$ cat src/rtl/tdm_pkg.sv
`default_nettype none

package tdm_pkg;

	// Register indexes on the configuration port
	localparam logic [1:0] CfgTickRateHz      = 2'd0;
	localparam logic [1:0] CfgReportPeriod    = 2'd1;

	localparam int unsigned CfgIndexWidth = 2;
	localparam int unsigned CfgDataWidth  = 20;

	localparam logic [19:0] TickRateReset      = 20'd200;
	localparam logic [15:0] ReportPeriodReset  = 16'd2000;

	localparam logic [63:0] NsPerMs = 64'd1000000;
	localparam logic [63:0] NsPerUs = 64'd1000;

	// ceil(2^71 / 1000): x / 1000 = ((x >> 3) * RecipUs) >> 68 for every 64-bit x
	localparam logic [63:0] RecipUs = 64'd2361183241434822607;
	// ceil(2^77 / 15625): x / 1000000 = ((x >> 6) * RecipMs) >> 77 for every 64-bit x
	localparam logic [63:0] RecipMs = 64'd9671406556917033398;

	typedef struct packed {
		logic [63:0] entry_time_ns;
		logic [63:0] exit_time_ns;
	} in_t;

	typedef struct packed {
		logic [44:0] real_ms;
		logic [63:0] deliv_ms;
		logic [44:0] lost_ms;
		logic [6:0]  lost_percent;
		logic [54:0] avg_handler_us;
		logic [54:0] max_handler_us;
	} out_t;

	typedef enum logic [2:0] {
		ST_IDLE,
		ST_SPENT,
		ST_UPDATE,
		ST_DIV_GO,
		ST_DIV_WAIT,
		ST_LOST,
		ST_FINISH
	} state_t;

	typedef enum logic [2:0] {
		OP_REAL,
		OP_DMS,
		OP_PCT,
		OP_AVG1,
		OP_AVG2,
		OP_MAX
	} div_op_t;

	typedef struct packed {
		logic    load_in;
		logic    step_spent;
		logic    step_update;
		logic    div_start;
		logic    div_capture;
		div_op_t div_op;
		logic    calc_lost;
		logic    finish;
	} cmd_t;

	typedef struct packed {
		logic timed;
		logic report_due;
		logic div_idle;
		logic out_free;
	} status_t;

	// x * 1000 modulo 2^64, as 1024x - 16x - 8x
	function automatic logic [63:0] mul1000(input logic [63:0] x);
		mul1000 = (x << 10) - (x << 4) - (x << 3);
	endfunction

	// x * 100 as 64x + 32x + 4x
	function automatic logic [63:0] mul100(input logic [44:0] x);
		logic [63:0] w;
		w = {19'd0, x};
		mul100 = (w << 6) + (w << 5) + (w << 2);
	endfunction

endpackage

`default_nettype wire

$ cat src/rtl/tdm_ctrl.sv
`default_nettype none

module tdm_ctrl (
	input  wire logic              clk,
	input  wire logic              arst_n,
	input  wire logic              in_valid,
	output logic                   in_stall,
	input  wire tdm_pkg::status_t  status,
	output tdm_pkg::cmd_t          cmd
);

	tdm_pkg::state_t  state_q, state_n;
	tdm_pkg::div_op_t op_q, op_n;

	always_ff @(posedge clk or negedge arst_n) begin
		if (!arst_n) begin
			state_q <= tdm_pkg::ST_IDLE;
			op_q    <= tdm_pkg::OP_REAL;
		end else begin
			state_q <= state_n;
			op_q    <= op_n;
		end
	end

	always_comb begin
		state_n         = state_q;
		op_n            = op_q;
		in_stall        = 1'b1;
		cmd             = '0;
		cmd.div_op      = op_q;
		unique case (state_q)
			tdm_pkg::ST_IDLE: begin
				in_stall = 1'b0;
				if (in_valid) begin
					cmd.load_in = 1'b1;
					state_n     = tdm_pkg::ST_SPENT;
				end
			end
			tdm_pkg::ST_SPENT: begin
				cmd.step_spent = 1'b1;
				state_n = status.timed ? tdm_pkg::ST_UPDATE : tdm_pkg::ST_IDLE;
			end
			tdm_pkg::ST_UPDATE: begin
				cmd.step_update = 1'b1;
				if (status.report_due) begin
					op_n    = tdm_pkg::OP_REAL;
					state_n = tdm_pkg::ST_DIV_GO;
				end else begin
					state_n = tdm_pkg::ST_IDLE;
				end
			end
			tdm_pkg::ST_DIV_GO: begin
				cmd.div_start = 1'b1;
				state_n       = tdm_pkg::ST_DIV_WAIT;
			end
			tdm_pkg::ST_DIV_WAIT: begin
				if (status.div_idle) begin
					cmd.div_capture = 1'b1;
					state_n         = tdm_pkg::ST_DIV_GO;
					unique case (op_q)
						tdm_pkg::OP_REAL: op_n = tdm_pkg::OP_DMS;
						tdm_pkg::OP_DMS:  state_n = tdm_pkg::ST_LOST;
						tdm_pkg::OP_PCT:  op_n = tdm_pkg::OP_AVG1;
						tdm_pkg::OP_AVG1: op_n = tdm_pkg::OP_AVG2;
						tdm_pkg::OP_AVG2: op_n = tdm_pkg::OP_MAX;
						tdm_pkg::OP_MAX:  state_n = tdm_pkg::ST_FINISH;
						default:          state_n = tdm_pkg::ST_FINISH;
					endcase
				end
			end
			tdm_pkg::ST_LOST: begin
				cmd.calc_lost = 1'b1;
				op_n          = tdm_pkg::OP_PCT;
				state_n       = tdm_pkg::ST_DIV_GO;
			end
			tdm_pkg::ST_FINISH: begin
				// hold until the output register can take the report
				if (status.out_free) begin
					cmd.finish = 1'b1;
					state_n    = tdm_pkg::ST_IDLE;
				end
			end
			default: begin
				state_n = tdm_pkg::ST_IDLE;
			end
		endcase
	end

endmodule

`default_nettype wire

$ cat config.mk
export PLATFORM = sky130hd
export DESIGN_NAME = tdm_ctrl
export DESIGN_NICKNAME = d
export VERILOG_FILES = /design/src/rtl/tdm_pkg.sv /design/src/rtl/tdm_ctrl.sv
export SDC_FILE = /design/constraint.sdc
export NUM_CORES = 1
export LEC_CHECK = 0
export ABC_AREA = 1
export BUFFER_PORTS_ARGS = -buffer_cell sky130_fd_sc_hd__buf_4
export CAP_MARGIN = 20
export CORE_AREA = 2 2 39 41
export DETAILED_ROUTE_END_ITERATION = 10
export DIE_AREA = 0 0 41 43
export PLACE_DENSITY_LB_ADDON = 0.08
export SLEW_MARGIN = 20
export SYNTH_ARGS = -nofsm -noshare
export SYNTH_HDL_FRONTEND = slang
export SYNTH_SLANG_ARGS = --single-unit
export TNS_END_PERCENT = 10
$ cat constraint.sdc
create_clock -name clk -period 1.4 [get_ports clk]
set_input_delay 0.14 -clock clk [delete_from_list [all_inputs] [get_ports clk]]
set_output_delay 0.14 -clock clk [all_outputs]
set_load 0.02 [all_outputs]
==> results of run 1 <==
[where the power goes]
group	switching [mW]	total, mW	internal, mW
clock network	0.0537	0.150	0.0964
registers	0.134	0.375	0.240
logic	0.555	0.901	0.345
total	0.743	1.43	0.682
[metrics by stage]
step | instance area [um^2] | hold slack [ns] | utilization | std cells
after global routing | 714 | 0.209 | 0.516 | 115
final | 714 | 0.190 | 0.516 | 115
after global placement | 651 | -0.0476 | 0.470 | 110
after CTS | 692 | 0.187 | 0.500 | 114
after detailed placement | 651 | -0.0482 | 0.470 | 110
after floorplan | 510 | -0.156 | - | 78
[what timing repair did]
action / CTS / global route
endpoints found under the hold margin: 6 / 0
setup endpoints to repair: 4 / 5
pin swaps: 0 / 1
hold buffers: 1 / 0
buffers inserted: 0 / 1
gates resized for setup: 3 / 4
[state kept, by name, indices dropped and copies added, names as in the netlist]
| signal | count |
|---|---|
| op_q | 3 |
| state_q | 3 |
[per-layer routing]
| layer | vias to the layer above | wire length [um] | GRT usage |
|---|---|---|---|
| li1 | 292 | - | - |
| met1 | 239 | 561 | 0.242 |
| met2 | 13 | 585 | 0.231 |
| met3 | 0 | 54 | 0.0157 |
| met4 | 0 | 0 | 0.0800 |
| met5 | - | 0 | 0 |
[cell usage in the layout, fill, tap and decap left out, drive strengths merged]
cell type and count:
nand4 2, dfrtp 6, o21ai 2, inv 14, nor3 2, nand3 10
nor4 1, a21oi 2, buf 18, o21a 1, dlygate4sd3 1, nand2 24
clkbuf 3, nor2 13
[worst paths after layout]
path                            slack, ns       start          to
min in group asynchronous            0.24      arst_n  state_q[0]
worst min register to register       0.55     op_q[2]     op_q[2]
worst min-delay path                 0.19    in_valid  state_q[2]
max in group asynchronous            1.03      arst_n  state_q[2]
worst max register to register       0.12  state_q[0]     op_q[1]
worst max-delay path                 0.05  state_q[1]      cmd[9]
[worst register-to-register path, cell delays in order (launching register included)]
cell and delay (ns):
dfrtp_2 0.46, inv_2 0.15, nand3_1 0.12, nand2_1 0.10
inv_2 0.04, nor2_4 0.11, nand2_2 0.07, nand2_1 0.06
nand2_1 0.05
[cell type report]
class / count / area [um^2]
clock buffer: 3 / 22.5
fill: 153 / 669
inverter: 14 / 57.6
multi-input combinational: 57 / 315
sequential: 6 / 154
tap: 16 / 20.0
timing repair buffer: 19 / 145
[cell families after synthesis]
logic type	after synthesis
simple gates	52
buf+inv	15
flops	6
compound gates	5
==> results.json, run 1 <==
{
  "antenna_found_initial": 0,
  "clock-sinks": 6,
  "cp-start-kind": "register",
  "hpwl_um": 997,
  "dp_slack_ns": 0.0896,
  "critPathBufInv": 1,
  "dieHeight_um": 43,
  "synth_compound_area_frac": 0.0539,
  "critPathCaptureType": "output port",
  "hp-class": "input port to register",
  "n_antenna_cell": 0,
  "initial_core_util": 0.369,
  "die_w_um": 41,
  "worstSetupPathDepth": 4,
  "cts_root_buf": "clkbuf_4",
  "cts_tree": "yes",
  "synthesis.nets": 85,
  "synthAdderAreaFrac": 0,
  "worstHoldPathCells": 3,
  "clk_latency_ns": 0.24,
  "gp_congestion": 0.771,
  "hold_violations": 0,
  "ant_nets": 0,
  "core-area_um2": 1380,
  "min_period_over_period": 0.965,
  "drv_cap": 0,
  "synth.avg_cell_area_um2": 6.54,
  "netlist.area_leader.share": 0.294,
  "nNetsFinal": 108,
  "wl_um": 1200,
  "rsz0062_at_grt": "yes",
  "finClkSkew_ns": 0.00345,
  "synth_top_cell_by_area": "dfrtp_1",
  "viasPerCell": 4.73,
  "synth_common_cells": "nand2_1, inv_1, nand3_1, nor2_1, dfrtp_1",
  "ys_seq_elements": 6,
  "cp_data_required_time_ns": 1.26,
  "syn_area_um2": 510,
  "critical_path_class": "register to output port",
  "ys.warnings.count": 0,
  "r2r.worst_path.cells": 8,
  "max_slew_margin": 0.839,
  "drt_iter0_drc": 6,
  "synthMuxAreaShare": 0,
  "grt_pass1_wl_um": 2000,
  "tightest_slew_ns": 0.241,
  "finalCriticalPeriod_ns": 1.35,
  "crit_slowest_cell": "dfrtp_2",
  "dr.pass1.iters": 4,
  "tns_ns": 0,
  "synth.most_common_cell": "nand2_1",
  "numPortBuffers": 17,
  "design.die.area_um2": 1760,
  "synth_area_leaders": "dfrtp_1, nand2_1, nand3_1",
  "synthFlopType": "dfrtp_1",
  "power.total_mw": 1.43,
  "synth-simple-area-share": 0.529,
  "crit_arrival_ns": 1.21,
  "synth-seq-area-share": 0.294,
  "first_global_vias": 519,
  "leakagePower_nw": 0.380,
  "drv_slew": 0,
  "yosysUniqueCellTypes": 20,
  "clkSlewWorstSetupHoldPaths_ns": 0.04,
  "fmax_mhz": 740,
  "synth_top_family_by_area": "simple AND/OR/NAND/NOR gates",
  "synth_xor_area_frac": 0,
  "rows": 14,
  "async_flop_share": 1.00,
  "track_usage": 0.164,
  "ir_drop_mv": 0.951,
  "finalSetupViolations": 0,
  "io_pins": 18,
  "ctsLongestPathBuffers": 2,
  "status": "finished, final reports clean",
  "syn_inst": 78,
  "path_cells": "nor2_4 > nand2_2 > nor2_1 > buf_4",
  "wire_per_inst_um": 10.4,
  "vias": 544,
  "crit_fanout": 5,
  "overflow": 0,
  "cts-buffers-inserted": 3,
  "powerDensity_nw_per_um2": 2000,
  "setup_slack_ns": 0.0491,
  "drive_gt1_frac": 0.434,
  "area_delta_synth_final_pct": 40.0,
  "worst_path_largest_cell_delay_ns": 0.45,
  "grt_max_degree": 10,
  "cts.htree.levels": 1,
  "synth_edf_count": 0,
  "drc_errors": 0,
  "crit_family": "flip-flops"
}
Power figures use the tool's default switching activity.
==> run 2, diff against run 1 <==
BUFFER_PORTS_ARGS = -buffer_cell sky130_fd_sc_hd__buf_2   (was -buffer_cell sky130_fd_sc_hd__buf_4)
CTS_BUF_LIST = sky130_fd_sc_hd__clkbuf_4   (was default)
==> run 2 against run 1 <==
  * Global-route usage decreased by 1.1 points
  * Critical path depth unchanged
  * Worst setup slack improved by 0.0081 ns
  * Core utilization decreased by 2.4 points
  * Clock skew decreased by 0.0019 ns
  * Power decreased by 2.0%
  * Largest cell class unchanged
==> results.json, run 2 (same netlist as run 1, synthesis figures left out) <==
{
  "status": "finished, final reports clean",
  "vias": 557,
  "setup_slack_ns": 0.0572,
  "worstHoldPathCells": 3,
  "die_w_um": 41,
  "grt_max_degree": 10,
  "drc_errors": 0,
  "critPathBufInv": 1,
  "placed_cells": 110,
  "initial_core_util": 0.369,
  "crit_slowest_cell": "dfrtp_2",
  "antenna_found_initial": 0,
  "rr_startpoint": "state_q[0]",
  "r2r.worst_path.cells": 8,
  "finClkSkew_ns": 0.00159,
  "ir_drop_mv": 0.916,
  "r2r_setup_slack_ns": 0.17,
  "max_slew_margin": 0.864,
  "nNetsFinal": 111,
  "fillers": 159,
  "gp_congestion": 0.715,
  "cp-start-kind": "register",
  "cts_root_buf": "clkbuf_4",
  "cts.htree.levels": 1,
  "power.switching_uw": 729,
  "fmax_mhz": 745,
  "switching_share": 0.522,
  "min_period_over_period": 0.959,
  "drv_cap": 0,
  "hpwl_um": 959,
  "cts_tree": "yes",
  "clkSlewWorstSetupHoldPaths_ns": 0.04,
  "clock-sinks": 6,
  "rsz0062_at_grt": "yes",
  "first_global_vias": 478,
  "powerDensity_nw_per_um2": 2050,
  "hold_violations": 0,
  "n_antenna_cell": 0,
  "drt_iter0_drc": 4,
  "hold_path_end": "state_q[2]",
  "critical_path_class": "register to output port",
  "dieHeight_um": 43,
  "drive_gt1_frac": 0.441,
  "design.die.area_um2": 1760,
  "finalCriticalPeriod_ns": 1.34,
  "fin_cells": 118,
  "finalSetupViolations": 0,
  "rows": 14,
  "crit_arrival_ns": 1.20,
  "power.internal_uw": 668,
  "worstSetupPathDepth": 4,
  "dp_slack_ns": 0.102,
  "critPathCaptureType": "output port",
  "wire_per_inst_um": 10.2,
  "overflow": 0,
  "path_cells": "nor2_4 > nand2_2 > nor2_1 > buf_2",
  "reg_top3": "op_q x3, state_q x3",
  "ctsLongestPathBuffers": 2,
  "leakagePower_nw": 0.386,
  "numPortBuffers": 17,
  "power_frac_seq": 0.247,
  "track_usage": 0.153,
  "rr_endpoint": "op_q[1]",
  "cp_data_required_time_ns": 1.26,
  "io_pins": 18,
  "clk_latency_ns": 0.24,
  "hp-class": "input port to register",
  "tns_ns": 0,
  "crit_fanout": 5,
  "dr.pass1.iters": 5,
  "worst_path_largest_cell_delay_ns": 0.45,
  "tightest_slew_ns": 0.203,
  "cts-buffers-inserted": 3,
  "utilization": 0.493,
  "ant_nets": 0,
  "wl_um": 1200,
  "area_delta_synth_final_pct": 33.6,
  "drv_slew": 0,
  "mostFrequentLayoutCells": "nand2_1, buf_2, inv_1",
  "layout_commonest_cell": "nand2_1",
  "core-area_um2": 1380,
  "grt_pass1_wl_um": 1860,
  "comb_power_share": 0.643,
  "crit_family": "flip-flops",
  "min_from": "in_valid",
  "viasPerCell": 4.72,
  "clockPowerShare": 0.110
}
-- run 2: changes by cell type in the layout (fill, tap and decap cells not counted), sizes merged --
cell,previous run,this run
buf,18,21
-- run 2: area by class of cell --
class / count / area [um^2] / share of cell area
Tap cell: 16 / 20.0 / 0.0294
Inverter: 14 / 57.6 / 0.0844
Timing Repair Buffer: 22 / 128 / 0.187
Sequential cell: 6 / 154 / 0.226
Multi-Input combinational cell: 57 / 300 / 0.440
Clock buffer: 3 / 22.5 / 0.0330
-- run 2: timing repair --
item | in CTS | in global routing
endpoints found under the setup margin | 3 | 6
setup buffers | 0 | 4
hold endpoints to repair | 6 | 0
hold buffers | 1 | 0
resized for setup | 2 | 4
-- run 2: how the worst max path moves through the flow --
stage	to	slack, ns	startpoint
after floorplan	cmd[0]	0.004	state_q[1]
after global placement	op_q[0]	0.15	state_q[2]
after detailed placement	op_q[1]	0.10	state_q[2]
after CTS	cmd[9]	0.03	state_q[1]
after global routing	cmd[0]	-0.02	state_q[1]
final	cmd[5]	0.06	state_q[1]
-- run 2: stage by stage --
step | instance area (um^2) | hold slack, ns | power, mW
CTS | 643 | 0.191 | 1.32
global route | 682 | 0.209 | 1.53
floorplan | 510 | -0.156 | 0.965
global placement | 608 | -0.0265 | 1.15
detailed placement | 608 | -0.0266 | 1.15
finish | 682 | 0.193 | 1.40
-- run 2: per-layer routing --
| layer | share of wire | vias to the layer above | track usage |
|---|---|---|---|
| li1 | - | 293 | - |
| met1 | 0.48 | 246 | 0.223 |
| met2 | 0.47 | 18 | 0.216 |
| met3 | 0.049 | 0 | 0.0157 |
| met4 | 0 | 0 | 0.0800 |
| met5 | 0 | - | 0 |
-- run 2: power by group through the flow --
stage          sequential, mW  clock [mW]  combinational (mW)
2_1_floorplan           0.323           0               0.641
6_report                0.345       0.154               0.898
5_1_grt                 0.359       0.172                1.00
4_1_cts                 0.355       0.162               0.801
3_3_place_gp            0.353           0               0.801
3_5_place_dp            0.352           0               0.798
-- run 2: worst register-to-register path, stage by stage (launching register included) --
cell and delay, ns:
dfrtp_2 0.44, inv_2 0.14, nand3_1 0.12, nand2_1 0.09, inv_2 0.04, nor2_4 0.11, nand2_2 0.07, nand2_1 0.06
nand2_1 0.05
==> run 3, diff against run 2 <==
SETUP_SLACK_MARGIN = 0.5   (was default)
==> run 3 against run 2 <==
  * Clock skew is 0.0059 ns higher
  * Wire length grew 6.6%
  * Count of clock-buffer cells in the layout rose by 1
  * Non-clock buffer count up 3
  * Critical path depth unchanged
  * Register-to-register slack worse by 0.08 ns
  * Final cell count grew 3.4%
  * Critical path type unchanged
  * Largest power group unchanged
==> results.json, run 3 (same netlist as run 1, synthesis figures left out) <==
{
  "finalCriticalPeriod_ns": 1.35,
  "critPathBufInv": 1,
  "first_global_vias": 539,
  "track_usage": 0.185,
  "cts_tree": "yes",
  "path_cells": "nor2_4 > nand2_4 > nor2_4 > buf_6",
  "io_pins": 18,
  "initial_core_util": 0.369,
  "powerDensity_nw_per_um2": 2130,
  "rows": 14,
  "dr.pass1.iters": 4,
  "grt_max_degree": 8,
  "critical_path_class": "register to output port",
  "power.switching_uw": 924,
  "finalSetupViolations": 0,
  "tns_ns": 0,
  "reg_top3": "op_q x3, state_q x3",
  "nNetsFinal": 114,
  "crit_path_frequent_cell": "nor2_4",
  "status": "finished, final reports clean",
  "antenna_found_initial": 0,
  "ctsLongestPathBuffers": 2,
  "leakagePower_nw": 0.434,
  "cts-buffers-inserted": 3,
  "clk_latency_ns": 0.25,
  "dieHeight_um": 43,
  "max_slew_margin": 0.873,
  "ir_drop_mv": 1.38,
  "critPathCaptureType": "output port",
  "die_w_um": 41,
  "viasPerCell": 4.78,
  "crit_arrival_ns": 1.21,
  "numPortBuffers": 17,
  "min_period_over_period": 0.963,
  "clock-sinks": 6,
  "vias": 583,
  "mostFrequentLayoutCells": "nand2_1, buf_6, inv_1, nor2_4",
  "drt_iter0_drc": 4,
  "cts.htree.levels": 1,
  "worst_path_largest_cell_delay_ns": 0.46,
  "gp_congestion": 0.824,
  "fin_cells": 122,
  "design.die.area_um2": 1760,
  "grt_pass1_wl_um": 2240,
  "drive_gt1_frac": 0.613,
  "hp-class": "input port to register",
  "clockPowerShare": 0.105,
  "drv_slew": 0,
  "drc_errors": 0,
  "placed_cells": 111,
  "hold_slack_ns": 0.180,
  "crit_fanout": 4,
  "clkSlewWorstSetupHoldPaths_ns": 0.04,
  "tightest_slew_ns": 0.191,
  "power_frac_seq": 0.198,
  "comb_power_share": 0.697,
  "crit_slowest_cell": "dfrtp_2",
  "hpwl_um": 1000,
  "crit_family": "flip-flops",
  "hold_violations": 0,
  "wl_um": 1280,
  "fmax_mhz": 742,
  "layout_commonest_cell": "nand2_1",
  "finClkSkew_ns": 0.00746,
  "area_delta_synth_final_pct": 71.6,
  "ant_nets": 0,
  "wire_per_inst_um": 10.5,
  "rsz0062_at_grt": "yes",
  "n_antenna_cell": 0,
  "switching_share": 0.496,
  "overflow": 0,
  "drv_cap": 0,
  "power.internal_uw": 938,
  "cts_root_buf": "clkbuf_4",
  "core-area_um2": 1380,
  "cp-start-kind": "register",
  "cp_data_required_time_ns": 1.26
}
run 3: changes by cell type in the layout (fill, tap and decap cells not counted), moves of 3 or more:
cell / before / now
buf_2: 16 / 7
buf_6: 0 / 10
dfrtp_1: 3 / 0
dfrtp_2: 3 / 6
nand2_1: 20 / 15
nand2_2: 4 / 7
nor2_2: 3 / 0
nor2_4: 3 / 8
run 3: cell type report:
type | count | area (um^2)
Fill cell | 133 | 508
Multi-Input combinational cell | 57 | 393
Timing Repair Buffer | 25 | 210
Sequential cell | 6 | 158
Inverter | 14 | 65.1
Clock buffer | 4 | 30.0
Tap cell | 16 | 20.0
run 3: metrics by stage:
step	setup slack, ns	cell area (um^2)	util	total power [mW]
after floorplan	0.257	572	-	1.10
after global placement	0.139	673	0.486	1.30
after global routing	-0.000242	876	0.633	2.01
after detailed placement	0.107	673	0.486	1.29
final	0.0522	876	0.633	1.86
after CTS	0.0225	767	0.554	1.63
run 3: timing repair:
item	CTS	global route
resized for setup	7	28
endpoints found under the setup margin	17	17
hold buffers	1	0
gates cloned	0	0
setup buffers	4	2
pin swaps	3	11
hold endpoints to repair	6	0
run 3: per-layer routing:
| metal | part of all wire | track usage | wire length (um) | vias to the layer above |
|---|---|---|---|---|
| met5 | 0 | 0 | 0 | - |
| met4 | 0.013 | 0.0800 | 17 | 0 |
| met3 | 0.033 | 0.0314 | 42 | 2 |
| met2 | 0.47 | 0.266 | 603 | 12 |
| met1 | 0.48 | 0.264 | 622 | 265 |
| li1 | - | - | - | 304 |
run 3: power by group through the flow:
| stage | registers [mW] | clock network [mW] | logic, mW |
|---|---|---|---|
| 6_report | 0.369 | 0.195 | 1.30 |
| 5_1_grt | 0.382 | 0.216 | 1.41 |
| 4_1_cts | 0.362 | 0.205 | 1.06 |
| 3_5_place_dp | 0.380 | 0 | 0.914 |
| 3_3_place_gp | 0.381 | 0 | 0.915 |
| 2_1_floorplan | 0.353 | 0 | 0.744 |
run 3: worst min-delay path: cells and delay by family:
family | cells | cell delay [ns]
buffers and inverters | 1 | 0.11
and+or+nand+nor | 1 | 0.04
AOI/OAI and AO/OA | 1 | 0.09
run 3: path summary, 6_finish.rpt:
kind / start / endpoint / slack, ns / depth (start not counted)
worst max-delay path: state_q[1] / cmd[5] / 0.05 / 4
worst min-delay path: in_valid / state_q[2] / 0.18 / 3
worst max register to register: state_q[1] / state_q[1] / 0.09 / 7
worst min register to register: op_q[0] / op_q[0] / 0.55 / 2
max in group asynchronous: arst_n / state_q[2] / 1.00 / 2
min in group asynchronous: arst_n / op_q[1] / 0.24 / 2
